## config.mk

```make
export PLATFORM = sky130hd
export DESIGN_NAME = crtc_cfg_regs
export DESIGN_NICKNAME = d
export VERILOG_FILES = /design/src/sv/crtc_pkg.sv /design/src/sv/crtc_cfg_regs.sv
export SDC_FILE = /design/constraint.sdc
export NUM_CORES = 1
export LEC_CHECK = 0
export BUFFER_PORTS_ARGS = -buffer_cell sky130_fd_sc_hd__buf_2
export CORE_AREA = 5 5 78 108
export DETAILED_ROUTE_END_ITERATION = 8
export DIE_AREA = 0 0 83 113
export PLACE_DENSITY = 0.53
export REMOVE_ABC_BUFFERS = 1
export SETUP_SLACK_MARGIN = 0.2
export SLEW_MARGIN = 5
export SYNTH_ARGS = -nofsm -noshare
export SYNTH_HDL_FRONTEND = slang
export SYNTH_SLANG_ARGS = --single-unit
```

## constraint.sdc

```tcl
create_clock -name i_clk -period 2.4 [get_ports i_clk]
set_input_delay 0.24 -clock i_clk [delete_from_list [all_inputs] [get_ports i_clk]]
set_output_delay 0.24 -clock i_clk [all_outputs]
set_load 0.05 [all_outputs]
```

## src/sv/crtc_pkg.sv

```systemverilog
`default_nettype none
package crtc_pkg;

    localparam int NUM_DIV = 7;

    // Positions of the radix divisors in the bit-serial chain (fastest first)
    localparam int DIV_CORE  = 0;
    localparam int DIV_NOC_X = 1;
    localparam int DIV_NOC_Y = 2;
    localparam int DIV_NOC_Z = 3;
    localparam int DIV_NODE  = 4;
    localparam int DIV_NET_X = 5;
    localparam int DIV_NET_Y = 6;

    typedef logic [2:0] t_reg_idx;

    localparam t_reg_idx REG_NET_WIDTH  = 3'd0;
    localparam t_reg_idx REG_NET_HEIGHT = 3'd1;
    localparam t_reg_idx REG_NET_DEPTH  = 3'd2;
    localparam t_reg_idx REG_NOC_WIDTH  = 3'd3;
    localparam t_reg_idx REG_NOC_HEIGHT = 3'd4;
    localparam t_reg_idx REG_NOC_ZDIM   = 3'd5;
    localparam t_reg_idx REG_CORES_RTR  = 3'd6;
    localparam t_reg_idx REG_NODES_RTR  = 3'd7;

    typedef logic [6:0] t_rad;
    typedef logic [5:0] t_rem;

    typedef struct packed {
        t_rad [NUM_DIV-1:0] div;
        t_rad               depth;
    } t_cfg;

    typedef t_rem [NUM_DIV-1:0] t_rems;

    // Clamp a written radix into 1..64
    function automatic t_rad clamp_rad(input t_rad v);
        t_rad r;
        if (v == 7'd0) begin
            r = 7'd1;
        end else if (v > 7'd64) begin
            r = 7'd64;
        end else begin
            r = v;
        end
        return r;
    endfunction

    // One long-division step: returns {quotient bit, new remainder}
    function automatic logic [6:0] div_step(input t_rem rem, input logic b, input t_rad d);
        logic [6:0] t;
        logic [6:0] r;
        t = {rem, b};
        if (t >= d) begin
            r = {1'b1, 6'(t - d)};
        end else begin
            r = {1'b0, t[5:0]};
        end
        return r;
    endfunction

endpackage
`default_nettype wire

```

## src/sv/crtc_cfg_regs.sv

```systemverilog
`default_nettype none
module crtc_cfg_regs (
    input  wire                   i_clk,
    input  wire                   i_rst_n,
    input  wire                   i_cfg_we,
    input  wire crtc_pkg::t_reg_idx i_cfg_idx,
    input  wire crtc_pkg::t_rad   i_cfg_data,
    output crtc_pkg::t_cfg        o_cfg
);

    crtc_pkg::t_cfg r_cfg;
    crtc_pkg::t_cfg n_cfg;
    crtc_pkg::t_rad w_val;

    assign w_val = crtc_pkg::clamp_rad(i_cfg_data);

    always_comb begin
        n_cfg = r_cfg;
        if (i_cfg_we) begin
            unique case (i_cfg_idx)
                crtc_pkg::REG_NET_WIDTH:  n_cfg.div[crtc_pkg::DIV_NET_X] = w_val;
                crtc_pkg::REG_NET_HEIGHT: n_cfg.div[crtc_pkg::DIV_NET_Y] = w_val;
                crtc_pkg::REG_NET_DEPTH:  n_cfg.depth = w_val;
                crtc_pkg::REG_NOC_WIDTH:  n_cfg.div[crtc_pkg::DIV_NOC_X] = w_val;
                crtc_pkg::REG_NOC_HEIGHT: n_cfg.div[crtc_pkg::DIV_NOC_Y] = w_val;
                crtc_pkg::REG_NOC_ZDIM:   n_cfg.div[crtc_pkg::DIV_NOC_Z] = w_val;
                crtc_pkg::REG_CORES_RTR:  n_cfg.div[crtc_pkg::DIV_CORE] = w_val;
                crtc_pkg::REG_NODES_RTR:  n_cfg.div[crtc_pkg::DIV_NODE] = w_val;
                default: n_cfg = r_cfg;
            endcase
        end
    end

    always_ff @(posedge i_clk) begin
        if (!i_rst_n) begin
            for (int k = 0; k < crtc_pkg::NUM_DIV; k++) begin
                r_cfg.div[k] <= 7'd1;
            end
            r_cfg.depth <= 7'd1;
        end else begin
            r_cfg <= n_cfg;
        end
    end

    assign o_cfg = r_cfg;

endmodule
`default_nettype wire

```

==> results.md <==
* Outcome: completed
* Fillcell total at around 750
* Critical Path RT at 2.60 ns
* Die Ht at 113 um
* Async set-reset flop share out of synthesis at 0%
* Post-DP Area at 2640 sq um
* Final net count at between 200 and 300
* GP Congestion at 0.681
* # DRC at 0
* Final Critical Period at 1.29 ns
* Worst-case clock skew at 0 ns
* Largest net degree at the start of global routing at 38
* DIE WIDTH at approximately 83 um
* Area of the multi-input gates at 1040 sq um
* Total power divided by cell area at around 610 nW/um^2
* Final period utilization at 53.7%
* Register area at 1120 sq um
* Setup violations, final at 0
* Core ar. at 7310 sq um
* Layout Cells excl Fill at 360
* Antenna cells at 0
* Leak at 0.00147 uW
* Top_reg_cell synth: dfxtp_1
* Setup Buffers After CTS at 0
* Fin. max-slew vios at 0
* VDD IR max at 0.287 mV
* Min-delay worst type: input pin to flop
* Core Rows at 37
* Initial antenna violation count at 0
* Cell Chain, Critical Path: buf_2, nand4bb_1, o311ai_0
* IO Pins at 69
* Yosys reg bits at 56
* Initial DRC Count at 71
* Design Area, Final at 2740 sq um
* Total Power at 1680 uW
* Placed insts at 352
* Most frequent cells in the layout: 68 x buf_2, 56 x dfxtp_1, 53 x nor2b_1
* Initial core utilization at 30.9%
* CP peak stage delay at 0.61 ns
* Setup tns final at 0 ns
* Setup crit start kind: input pin
* Area Growth Syn to Fin at 21.0%
* Number of max-cap violations at 0
* Routed WL at 5700 um
* Grt ovf at 0
* CTS resizes at 0
* Cell Area, Synth at 2260 sq um
* Slowest cell on crit path: nand4bb_1
* Final HPWL DP at 4060 um
* ANT nets after route at 0
* Largest register FFs at 56
* Vias per cell at roughly 4.4
* Avg Cell Area, Syn at about 11 sq um
* CTS tree: built
* Commonest non-fill, non-tap cell in the layout: buf_2
* Hold buffers post-CTS at 0
* Clock Tree Root: clkbuf_8
* DIE AREA at 9380 sq um
* Number of global-route vias before repair at 1557
* Worst slew margin at 48.9%
* Clk pin slew, worst setup/hold paths at approximately 0.1 ns
* Clk sinks at 56
* Element type at the critical path end: flop
* Worst slew pin tran at 0.766 ns
* Yosys cell types at 17
* RSZ-0062 raised after global routing: no
* Vias at between 1500 and 2000
* Total GRT Usage at 12.3%
* Hold Fails Final Rpt at 0
* Fmax at 776 MHz
* Syn. warnings at 0
* Clk buf depth at 2
* Crit path DAT at roughly 1.5 ns
* Port Buffers at 68
* Ratio of cells with drive above 1 in the final layout at a little under a third
* Number of synthesized flops with an enable pin at 0
* Global-route wire length before repair at 8870 um
* Latest clock arrival within the worst-skew pair at a little over 0.3 ns
* Critical path type: input pin to flop
* TritonRoute pass-1 iters at 4
* Post-Syn Instances at slightly above 200
* Cts bufs inserted at 5
* H-Tree Depth at 2
* WL per Instance at ~16 um
* Worst-path maximum fanout at 8
* Sequential fraction of the synthesis area at 49.5%
==> final timing paths <==
kind,cells past startpoint,startpoint,slack (ns),to
hold / removal,3,i_cfg_data[6],0.33,o_cfg[34]
hold reg to reg,2,o_cfg[28],0.49,o_cfg[28]
setup / recovery,3,i_cfg_idx[1],1.11,o_cfg[21]
setup reg to reg,2,o_cfg[49],1.72,o_cfg[49]
==> stage by stage <==
| step | hold WS [ns] | utilization (%) | worst slack [ns] |
|---|---|---|---|
| after floorplan | 0.313 | - | 1.22 |
| after global placement | 0.461 | 36.1 | 0.829 |
| after detailed placement | 0.472 | 36.1 | 0.774 |
| after CTS | 0.318 | 37.4 | 1.11 |
| after global routing | 0.315 | 37.4 | 1.06 |
| final | 0.326 | 37.4 | 1.11 |
==> cell type report <==
cell class / instances / share of cell area, %
Multi-Input combinational cell: 128 / 37.9
Clock inverter: 1 / 0.274
Clock buffer: 7 / 3.15
Timing Repair Buffer: 71 / 13.3
Sequential cell: 56 / 41.0
Tap cell: 97 / 4.43
==> synthesized netlist by cell type, types with 2 or more instances <==
cell type	number	area [sq um]
buf_2	5	25.0
buf_6	2	22.5
clkbuf_1	13	48.8
dfxtp_1	56	1120
mux2i_1	48	480
nand2_1	8	30.0
nand4b_2	3	45.0
nand4bb_1	3	33.8
nor2b_1	53	332
o311ai_0	7	61.3
==> power breakdown <==
| part | leakage (uW) | internal [uW] | switching (uW) |
|---|---|---|---|
| sequential | 0.000453 | 945 | 8.26 |
| combinational | 0.000970 | 61.3 | 130 |
| clock | 0.0000445 | 235 | 300 |
==> cells by family after synthesis <==
logic type,Yosys count,share of synthesized area (%)
AO/OA/AOI/OAI,9,3.65
flip-flops,56,49.5
buffers and inverters,21,4.59
multiplexers,48,21.2
AND/OR/NAND/NOR,71,21.0
==> layer usage <==
| metal | share of wire (%) | global-route usage (%) | vias up |
|---|---|---|---|
| met5 | 0 | 0 | - |
| met1 | 44 | 14.0 | 738 |
| met3 | 3.6 | 3.13 | 5 |
| met4 | 1.7 | 4.69 | 0 |
| li1 | - | - | 807 |
| met2 | 51 | 21.9 | 35 |
==> critical path: cells and delay by family <==
family	cells	cell delay, ns
simple gates	1	0.61
buf+inv	1	0.15
compound gates	1	0.48
No activity file was read; power rests on OpenSTA's default activity.
