File: src/sv/crtc_pkg.sv
`default_nettype none
package crtc_pkg;

    localparam int NUM_DIV = 7;

    // Positions of the radix divisors in the bit-serial chain (fastest first)
    localparam int DIV_CORE  = 0;
    localparam int DIV_NOC_X = 1;
    localparam int DIV_NOC_Y = 2;
    localparam int DIV_NOC_Z = 3;
    localparam int DIV_NODE  = 4;
    localparam int DIV_NET_X = 5;
    localparam int DIV_NET_Y = 6;

    typedef logic [2:0] t_reg_idx;

    localparam t_reg_idx REG_NET_WIDTH  = 3'd0;
    localparam t_reg_idx REG_NET_HEIGHT = 3'd1;
    localparam t_reg_idx REG_NET_DEPTH  = 3'd2;
    localparam t_reg_idx REG_NOC_WIDTH  = 3'd3;
    localparam t_reg_idx REG_NOC_HEIGHT = 3'd4;
    localparam t_reg_idx REG_NOC_ZDIM   = 3'd5;
    localparam t_reg_idx REG_CORES_RTR  = 3'd6;
    localparam t_reg_idx REG_NODES_RTR  = 3'd7;

    typedef logic [6:0] t_rad;
    typedef logic [5:0] t_rem;

    typedef struct packed {
        t_rad [NUM_DIV-1:0] div;
        t_rad               depth;
    } t_cfg;

    typedef t_rem [NUM_DIV-1:0] t_rems;

    // Clamp a written radix into 1..64
    function automatic t_rad clamp_rad(input t_rad v);
        t_rad r;
        if (v == 7'd0) begin
            r = 7'd1;
        end else if (v > 7'd64) begin
            r = 7'd64;
        end else begin
            r = v;
        end
        return r;
    endfunction

    // One long-division step: returns {quotient bit, new remainder}
    function automatic logic [6:0] div_step(input t_rem rem, input logic b, input t_rad d);
        logic [6:0] t;
        logic [6:0] r;
        t = {rem, b};
        if (t >= d) begin
            r = {1'b1, 6'(t - d)};
        end else begin
            r = {1'b0, t[5:0]};
        end
        return r;
    endfunction

endpackage
`default_nettype wire

File: src/sv/crtc_out.sv
`default_nettype none
module crtc_out #(
    parameter int INDEX_BITS = 32
) (
    input  wire                   i_clk,
    input  wire                   i_rst_n,
    input  wire crtc_pkg::t_cfg   i_cfg,
    input  wire                   i_valid,
    input  wire crtc_pkg::t_rems  i_rems,
    input  wire [INDEX_BITS-1:0]  i_node,
    input  wire [INDEX_BITS-1:0]  i_rtr,
    input  wire [INDEX_BITS-1:0]  i_netz,
    input  wire                   i_ready,
    output logic                  o_en,
    output logic                  o_valid,
    output logic [5:0]            o_net_x,
    output logic [5:0]            o_net_y,
    output logic [31:0]           o_net_z,
    output logic [5:0]            o_noc_x,
    output logic [5:0]            o_noc_y,
    output logic [5:0]            o_noc_z,
    output logic [31:0]           o_node_number,
    output logic [31:0]           o_router_number,
    output logic                  o_out_of_range
);

    logic r_valid;
    logic [13:0] w_zprod;

    assign o_en = !r_valid || i_ready;

    // noc z = (node mod nodes_per_router) * on-chip z size + in-node z
    assign w_zprod = 14'(i_rems[crtc_pkg::DIV_NODE]) * 14'(i_cfg.div[crtc_pkg::DIV_NOC_Z])
                   + 14'(i_rems[crtc_pkg::DIV_NOC_Z]);

    always_ff @(posedge i_clk) begin
        if (!i_rst_n) begin
            r_valid <= 1'b0;
        end else if (o_en) begin
            r_valid <= i_valid;
        end
    end

    always_ff @(posedge i_clk) begin
        if (o_en) begin
            o_net_x         <= i_rems[crtc_pkg::DIV_NET_X];
            o_net_y         <= i_rems[crtc_pkg::DIV_NET_Y];
            o_net_z         <= 32'(i_netz);
            o_noc_x         <= i_rems[crtc_pkg::DIV_NOC_X];
            o_noc_y         <= i_rems[crtc_pkg::DIV_NOC_Y];
            o_noc_z         <= w_zprod[5:0];
            o_node_number   <= 32'(i_node);
            o_router_number <= 32'(i_rtr);
            o_out_of_range  <= i_netz >= INDEX_BITS'(i_cfg.depth);
        end
    end

    assign o_valid = r_valid;

endmodule
`default_nettype wire

File: config.mk
export PLATFORM = sky130hd
export DESIGN_NAME = crtc_out
export DESIGN_NICKNAME = d
export VERILOG_FILES = /design/src/sv/crtc_pkg.sv /design/src/sv/crtc_out.sv
export SDC_FILE = /design/constraint.sdc
export NUM_CORES = 1
export LEC_CHECK = 0
export BUFFER_PORTS_ARGS = -buffer_cell sky130_fd_sc_hd__buf_2
export CORE_AREA = 2 2 126 128
export CTS_BUF_LIST = sky130_fd_sc_hd__clkbuf_2
export DETAILED_ROUTE_END_ITERATION = 10
export DIE_AREA = 0 0 128 130
export PLACE_DENSITY = 0.69
export SETUP_SLACK_MARGIN = 0.5
export SKIP_LAST_GASP = 1
export SLEW_MARGIN = 30
export SYNTH_ARGS = -nofsm -noshare
export SYNTH_HDL_FRONTEND = slang
export SYNTH_SLANG_ARGS = --single-unit
File: constraint.sdc
create_clock -name i_clk -period 4.85 [get_ports i_clk]
set_input_delay 0.485 -clock i_clk [delete_from_list [all_inputs] [get_ports i_clk]]
set_output_delay 0.485 -clock i_clk [all_outputs]
set_load 0.01 [all_outputs]
==> results.json <==
{
  "outcome": "completed",
  "fin_util_pct": 50.74,
  "maxCapViolations": 0,
  "pin_count": 327,
  "numCtsBuffers": 17,
  "synthMuxAreaShare_pct": 0,
  "fin_total_pwr_mw": 2.536,
  "max_freq_mhz": 340.9,
  "fin_nets": 878,
  "via_per_inst": 4.295,
  "syn_area_per_cell_um2": 20.09,
  "numPortBuffers": 277,
  "r2r_slack_ps": 2220,
  "syn_nets": 457,
  "core_area_um2": 15420,
  "hold_path.class": "in -> reg",
  "rows": 46,
  "min_path_cells": 3,
  "dieArea_um2": 16640,
  "netlist_top_cells_area": "edfxtp_1, ha_1, fa_1, xnor2_1, inv_1",
  "worstMarginPinSlew_ps": 914.9,
  "final_cell_mix": "buf_2, edfxtp_1, dlygate4sd3_1",
  "clock_sinks": 128,
  "grt_max_degree": 68,
  "areaGrowthSynthToFinish_pct": 67.92,
  "fin_crit_ps": 2934,
  "via_count": 3689,
  "grt_use_total_pct": 17.21,
  "synthSimpleGateAreaFrac_pct": 3.732,
  "min_period_over_period_pct": 60.49,
  "synth-compound-area-share_pct": 1.557,
  "relSlewSlack_pct": 39.00,
  "critPathCaptureType": "register",
  "grt-busiest-layer": "met2",
  "synthCells": 232,
  "grt_use_met1_pct": 20.20,
  "layout_commonest_cell": "buf_2",
  "slew_viol_final": 0,
  "finalNonFillerCells": 859,
  "skew_ps": 31.50,
  "die_h_um": 130,
  "dp.cells": 703,
  "dpl_cell_area_um2": 6310,
  "synth_fa_ha_area_share_pct": 8.376,
  "synth-xor-area-share_pct": 2.631,
  "crit_required_ps": 5250,
  "final-setup-viol-count": 0,
  "grt_pass1_vias": 3939,
  "dr.first_iter.drc_count": 208,
  "rr_endpoint": "o_valid$_SDFFE_PN0P_",
  "use_met3_pct": 7.585,
  "synth_top_family_by_area": "adder cells",
  "leakage_nw": 3.541,
  "setup_tns_ps": 0,
  "rr_worst_depth": 4,
  "route.detailed.drc": 0,
  "powerDensity_nw_per_um2": 324.0,
  "yosysSeqAreaShare_pct": 82.26,
  "cts_setup_buffers": 0,
  "ys_warn_count": 0,
  "grt_remaining_overflow": 0,
  "htreeDepth": 4,
  "routed_wirelength_mm": 14.46,
  "ant_nets": 0,
  "clk_path_buf_depth": 2,
  "final_layout_size_suffix_gt1_share_pct": 46.85,
  "min_to": "o_noc_z[1]$_DFFE_PP_",
  "synth_top_area_share_pct": 81.83,
  "gp_congestion": 0.8796,
  "die_w_um": 128,
  "synth_seq_cells": 128,
  "min_from": "i_rems[19]",
  "antenna_found_initial": 2,
  "synth.largest_area_cell": "edfxtp_1",
  "syn_area_um2": 4661,
  "clock_latency_ps": 670,
  "wl_per_cell_um": 16.84,
  "worstReg2RegStart": "o_valid$_SDFFE_PN0P_",
  "first_pass_iters": 4,
  "hpwl_mm": 9.445,
  "ir_worst_vdd_v": 0.0001335,
  "clk_pin_slew_ps": 210,
  "finalHoldViolCount": 0,
  "grt_pass1_wl_mm": 21.03,
  "grt_use_met2_pct": 27.93,
  "initial_core_util_pct": 30.22,
  "cts_tree": "built",
  "worstPathArrival_ps": 3330,
  "criticalPathCategory": "in -> reg",
  "ys_types": 19,
  "grt_setup_unrepaired": "no",
  "cts_root_buf": "clkbuf_2",
  "start_kind": "primary input",
  "worst-path-max-fanout": 4,
  "finish.instance_area_um2": 7826
}
[per-layer routing]
metal	up-vias	part of all wire [%]
met2	210	48
met5	-	0.090
met4	2	1.8
met3	23	11
met1	1738	39
li1	1716	-
[power by group]
part	internal, mW	total (mW)	leakage [nW]	switching (mW)
combinational	0.231	0.442	2.05	0.211
sequential	1.32	1.35	1.32	0.0243
clock	0.306	0.748	0.166	0.441
[area by class of cell]
class | instances | area, um2
Inverter | 18 | 67.56
Clock buffer | 17 | 85.08
Fill cell | 1305 | 7599
Multi-Input combinational cell | 86 | 767.0
Sequential cell | 128 | 3834
Antenna cell | 1 | 2.502
Tap cell | 192 | 240.2
Clock inverter | 15 | 197.7
Timing Repair Buffer | 402 | 2633
[state kept, by name (all words and copies together), names as in the netlist]
| signal | count |
|---|---|
| o_net_x | 6 |
| o_net_y | 6 |
| o_net_z | 32 |
| o_noc_x | 6 |
| o_noc_y | 6 |
| o_noc_z | 6 |
| o_node_number | 32 |
| o_out_of_range | 1 |
| o_router_number | 32 |
| o_valid | 1 |
[synth_stat cells, drive strengths merged]
cell	number
a211oi	2
a21boi	1
a21o	4
a21oi	2
and2	9
dfxtp	1
edfxtp	127
fa	7
ha	20
inv	18
nand2	13
nand2b	2
nand3	1
nand4	1
nor2	2
nor4	6
o21ai	2
xnor2	13
xor2	1
[critical path, cell delays in order]
cell and delay (ps):
buf_2 120, nand2_1 80, fa_1 540, inv_1 40
ha_1 260, inv_1 50, fa_1 520, inv_1 50
fa_1 450, ha_1 330, a21oi_1 170, xnor2_1 150
xnor2_1 80
[how the worst max path moves through the flow]
stage / startpoint / to
after floorplan: i_ready / o_valid$_SDFFE_PN0P_
after global placement: i_rems[26] / o_noc_z[5]$_DFFE_PP_
after detailed placement: i_cfg[30] / o_noc_z[5]$_DFFE_PP_
after CTS: i_cfg[30] / o_noc_z[5]$_DFFE_PP_
after global routing: i_cfg[30] / o_noc_z[5]$_DFFE_PP_
final: i_cfg[30] / o_noc_z[5]$_DFFE_PP_
[per-stage QoR]
stage	setup WS (ps)	hold slack [ps]
6_report	1916	240.5
5_1_grt	1855	140.0
4_1_cts	2014	126.5
3_5_place_dp	1228	663.2
3_3_place_gp	1245	662.5
2_1_floorplan	557.6	583.9
[cells by family after synthesis]
family,Yosys count
simple gates,34
compound gates,11
buf+inv,18
flops,128
xor+xnor,14
fa+ha+maj,27
[timing repair]
action	4_1_cts	5_1_grt
hold buffers	123	0
setup endpoints to repair	0	0
resized for setup	0	0
endpoints found under the hold margin	122	0
(Power assumes the default switching activity.)
