### src/sv/crtc_pkg.sv
`default_nettype none
package crtc_pkg;

    localparam int NUM_DIV = 7;

    // Positions of the radix divisors in the bit-serial chain (fastest first)
    localparam int DIV_CORE  = 0;
    localparam int DIV_NOC_X = 1;
    localparam int DIV_NOC_Y = 2;
    localparam int DIV_NOC_Z = 3;
    localparam int DIV_NODE  = 4;
    localparam int DIV_NET_X = 5;
    localparam int DIV_NET_Y = 6;

    typedef logic [2:0] t_reg_idx;

    localparam t_reg_idx REG_NET_WIDTH  = 3'd0;
    localparam t_reg_idx REG_NET_HEIGHT = 3'd1;
    localparam t_reg_idx REG_NET_DEPTH  = 3'd2;
    localparam t_reg_idx REG_NOC_WIDTH  = 3'd3;
    localparam t_reg_idx REG_NOC_HEIGHT = 3'd4;
    localparam t_reg_idx REG_NOC_ZDIM   = 3'd5;
    localparam t_reg_idx REG_CORES_RTR  = 3'd6;
    localparam t_reg_idx REG_NODES_RTR  = 3'd7;

    typedef logic [6:0] t_rad;
    typedef logic [5:0] t_rem;

    typedef struct packed {
        t_rad [NUM_DIV-1:0] div;
        t_rad               depth;
    } t_cfg;

    typedef t_rem [NUM_DIV-1:0] t_rems;

    // Clamp a written radix into 1..64
    function automatic t_rad clamp_rad(input t_rad v);
        t_rad r;
        if (v == 7'd0) begin
            r = 7'd1;
        end else if (v > 7'd64) begin
            r = 7'd64;
        end else begin
            r = v;
        end
        return r;
    endfunction

    // One long-division step: returns {quotient bit, new remainder}
    function automatic logic [6:0] div_step(input t_rem rem, input logic b, input t_rad d);
        logic [6:0] t;
        logic [6:0] r;
        t = {rem, b};
        if (t >= d) begin
            r = {1'b1, 6'(t - d)};
        end else begin
            r = {1'b0, t[5:0]};
        end
        return r;
    endfunction

endpackage
`default_nettype wire

### src/sv/crtc_stage.sv
`default_nettype none
// One bit column of the chained divisions by the seven radices
module crtc_stage #(
    parameter int INDEX_BITS = 32
) (
    input  wire                    i_clk,
    input  wire                    i_rst_n,
    input  wire                    i_en,
    input  wire crtc_pkg::t_cfg    i_cfg,
    input  wire                    i_valid,
    input  wire [INDEX_BITS-1:0]   i_idx,
    input  wire crtc_pkg::t_rems   i_rems,
    input  wire [INDEX_BITS-1:0]   i_node,
    input  wire [INDEX_BITS-1:0]   i_rtr,
    input  wire [INDEX_BITS-1:0]   i_netz,
    output logic                   o_valid,
    output logic [INDEX_BITS-1:0]  o_idx,
    output crtc_pkg::t_rems        o_rems,
    output logic [INDEX_BITS-1:0]  o_node,
    output logic [INDEX_BITS-1:0]  o_rtr,
    output logic [INDEX_BITS-1:0]  o_netz
);

    logic                  r_valid;
    logic [INDEX_BITS-1:0] r_idx;
    crtc_pkg::t_rems       r_rems;
    logic [INDEX_BITS-1:0] r_node;
    logic [INDEX_BITS-1:0] r_rtr;
    logic [INDEX_BITS-1:0] r_netz;

    crtc_pkg::t_rems          n_rems;
    logic [crtc_pkg::NUM_DIV:0] w_q;

    // quotient bit of each divider feeds the next one in the same column
    always_comb begin
        logic [6:0] s;
        w_q[0] = i_idx[INDEX_BITS-1];
        for (int k = 0; k < crtc_pkg::NUM_DIV; k++) begin
            s = crtc_pkg::div_step(i_rems[k], w_q[k], i_cfg.div[k]);
            w_q[k+1] = s[6];
            n_rems[k] = s[5:0];
        end
    end

    always_ff @(posedge i_clk) begin
        if (!i_rst_n) begin
            r_valid <= 1'b0;
        end else if (i_en) begin
            r_valid <= i_valid;
        end
    end

    always_ff @(posedge i_clk) begin
        if (i_en) begin
            r_idx  <= {i_idx[INDEX_BITS-2:0], 1'b0};
            r_rems <= n_rems;
            r_node <= {i_node[INDEX_BITS-2:0], w_q[crtc_pkg::DIV_NOC_Z+1]};
            r_rtr  <= {i_rtr[INDEX_BITS-2:0], w_q[crtc_pkg::DIV_NODE+1]};
            r_netz <= {i_netz[INDEX_BITS-2:0], w_q[crtc_pkg::DIV_NET_Y+1]};
        end
    end

    assign o_valid = r_valid;
    assign o_idx   = r_idx;
    assign o_rems  = r_rems;
    assign o_node  = r_node;
    assign o_rtr   = r_rtr;
    assign o_netz  = r_netz;

endmodule
`default_nettype wire

### config.mk
export PLATFORM = sky130hd
export DESIGN_NAME = crtc_stage
export DESIGN_NICKNAME = d
export VERILOG_FILES = /design/src/sv/crtc_pkg.sv /design/src/sv/crtc_stage.sv
export SDC_FILE = /design/constraint.sdc
export NUM_CORES = 1
export LEC_CHECK = 0
export BUFFER_PORTS_ARGS = -buffer_cell sky130_fd_sc_hd__buf_2
export CAP_MARGIN = 20
export CELL_PAD_IN_SITES_DETAIL_PLACEMENT = 1
export CELL_PAD_IN_SITES_GLOBAL_PLACEMENT = 2
export CORE_MARGIN = 8
export CORE_UTILIZATION = 29
export DETAILED_ROUTE_END_ITERATION = 6
export PLACE_DENSITY = 0.87
export SYNTH_ARGS = -nofsm -noshare
export SYNTH_HDL_FRONTEND = slang
export SYNTH_SLANG_ARGS = --single-unit
### constraint.sdc
create_clock -name i_clk -period 13.1 [get_ports i_clk]
set_input_delay 3.93 -clock i_clk [delete_from_list [all_inputs] [get_ports i_clk]]
set_output_delay 3.93 -clock i_clk [all_outputs]
set_load 0.005 [all_outputs]
==> out/qor.yml <==
power:
  peakVddDrop_uv: 77.7
  leakage_nw: 4.97
  powerDensity_nw_per_um2: 135
synth:
  synth_edf_count: 169
  synth-seq-cells: 170
  ys.flop_type: "edfxtp_1"
  async_reset_ff_share_pct: 0
  synth.area.top_cells: "edfxtp_1, ha_1, inv_1"
  ys_types: 45
  synth_top_area_share_pct: 65.3
  yosys.area.top_type: "edfxtp_1"
  ys.warnings.count: 0
  synth_nets: 792
  avgSynthCellArea_um2: 15.4
  yosysSeqAreaShare_pct: 65.6
  synthesis.instances: 506
  syn_area_um2: 7770
grt:
  grt.overflow.total: 0
  grt_max_degree: 62
  grt_pass1_wl_um: 38400
  first_global_vias: 6313
  grt_usage_pct: 15.6
  antenna_found_initial: 7
sta:
  final_max_slew_viol_count: 0
  finalSetupTns_ns: 0
  rsz0062_at_grt: "no"
  fmax_mhz: 88.4
  finClkSkew_ns: 0
  worst_slew_pin_slew_ns: 0.804
  setup_viol: 0
  fin_crit_ns: 11.31
  hold_violations: 0
  hold_ws_ns: 0.533
  final.setup.worst_slack_ns: 1.79
  timing.slew.headroom_pct: 46.4
  timing.final.crit_share_pct: 86.3
worst_hold_path:
  hold_class: "register to register"
placed_design:
  gp_congestion: 0.787
  hpwl_um: 21500
  io_buffers: 389
  pre_cts_slack_ns: 1.31
detailed_routing:
  routedWlPerCell_um: 20.2
  drc: 0
  drtIter0Drc: 287
  viasPerCell: 4.52
  wl_um: 25700
  dr.pass1.iters: 4
  route.vias.total: 5768
  detail-route-antenna-nets: 0
setup_path:
  path_max_fanout: 8
  critPathCaptureType: "register"
  crit_start: "i_cfg[11]"
  timing.rr.end: "o_valid$_SDFFE_PN0P_"
  critPathRequiredTime_ns: 13.27
  critPathSlowestCell: "a2111oi_4"
  ff2ff_setup_slack_ns: 12.49
  crit_type: "input port to register"
  reg2reg_from: "o_valid$_SDFFE_PN0P_"
  timing.critical_path.to: "o_rems[40]$_DFFE_PP_"
  cp_common_cell: "ha_1"
  critPathArrivalTime_ns: 11.48
  worstRegToRegCells: 2
  slowest_delay_ns: 0.55
  start_kind: "input port"
layout:
  nets: 1205
  layout_commonest_cell: "buf_2"
  post-route-util_pct: 40.7
  fillers: 2908
  seq_area_um2: 5090
  multi_input_area_um2: 2410
  layout_common_cells: "buf_2, edfxtp_1, inv_1"
  drive_gt1_share_pct: 50.4
  syn2layout_area_growth_pct: 39.5
floorplan:
  dieArea_um2: 32300
  fp.coreArea_um2: 26700
  num_rows: 60
  num_io_pins: 401
  die_h_um: 180
  start_util_pct: 29.1
  die_x_um: 180
clock_network:
  cts_buffer_depth: 2
  htree_levels: 4
  clk_pin_slew_ns: 0.08
  cts_tree: "yes"
  clk_latency_ns: 0.42
  numCtsBuffers: 17
  cts.repair.resized: 0
  cts.sinks: 170
  postCtsSetupRepairBufs: 0
  cts_hold_buf: 0
  cts_root_buffer: "clkbuf_16"
run_status:
  status: "completed"
run:
  drv_cap: 0
-- cells in the mapped netlist (3+ instances only) --
cell,count
edfxtp_1,169
fa_1,7
a211o_1,4
nand3_1,11
nand2b_1,5
ha_1,49
mux2_2,20
o21a_1,6
nor3_1,5
nor2b_1,15
mux2i_1,17
xnor2_1,14
a21oi_1,19
a21oi_2,3
mux2_4,8
o31a_1,5
a221oi_1,3
nor2_1,16
o21ai_0,10
nand2_1,12
inv_1,64
a21o_1,8
-- how the worst min path moves through the flow --
| stage | start | endpoint | slack, ns | cells after the start |
|---|---|---|---|---|
| 5_1_grt | o_valid$_SDFFE_PN0P_ | o_valid$_SDFFE_PN0P_ | 0.57 | 2 |
| 6_report | o_valid$_SDFFE_PN0P_ | o_valid$_SDFFE_PN0P_ | 0.53 | 2 |
| 2_1_floorplan | o_valid$_SDFFE_PN0P_ | o_valid$_SDFFE_PN0P_ | 0.51 | 2 |
| 3_5_place_dp | o_valid$_SDFFE_PN0P_ | o_valid$_SDFFE_PN0P_ | 0.56 | 2 |
| 4_1_cts | o_valid$_SDFFE_PN0P_ | o_valid$_SDFFE_PN0P_ | 0.54 | 2 |
| 3_3_place_gp | o_valid$_SDFFE_PN0P_ | o_valid$_SDFFE_PN0P_ | 0.49 | 2 |
-- layout make-up --
class / count / area share (%)
timing repair buffer: 397 / 18.6
inverter: 64 / 2.22
antenna: 4 / 0.0924
tap: 341 / 3.94
multi-input combinational: 269 / 22.3
sequential: 170 / 47.0
clock buffer: 17 / 3.93
clock inverter: 15 / 1.95
-- routing by layer --
layer / up-vias / track usage, % / wire, um
met5: - / 0 / 35
met4: 6 / 3.70 / 200
met3: 17 / 5.93 / 1860
met2: 228 / 28.2 / 13700
met1: 2801 / 17.0 / 9950
li1: 2716 / - / -
-- where the power goes --
part	leakage (nW)	total [mW]	internal, mW	switching (mW)
Combinational	3.00	0.257	0.128	0.130
Sequential	1.66	0.675	0.660	0.0149
Clock	0.305	0.532	0.266	0.265
-- worst max-delay path, delay by kind of cell --
| family | cells | cell delay [ns] |
|---|---|---|
| AO/OA/AOI/OAI | 17 | 3.69 |
| adder cells (fa/ha/maj) | 7 | 1.85 |
| buffers and inverters | 4 | 0.53 |
| multiplexers | 1 | 0.36 |
| AND/OR/NAND/NOR | 11 | 1.09 |
-- through the flow --
stage	cell area [um^2]	power, mW	cells
final	10800	1.46	1277
after floorplan	7770	0.808	506
after global placement	10200	0.937	1241
after CTS	10800	1.49	1273
after detailed placement	10200	0.950	1241
after global routing	10800	1.53	1276
-- cells by family after synthesis --
group                      share of synthesized area (%)
AOI/OAI and AO/OA                                   7.89
buffers and inverters                               3.32
xor gates and xnor gates                            1.58
adders and majority gates                           9.70
and+or+nand+nor                                     5.24
other                                             0.0483
muxes                                               6.64
DFF                                                 65.6
-- sequential cells by signal (all words and copies together), names as in the netlist --
| name | flops |
|---|---|
| o_netz | 32 |
| o_idx | 31 |
| o_rems | 42 |
| o_node | 32 |
| o_rtr | 32 |
| o_valid | 1 |
Note: power is estimated with default switching activity, not from simulation.
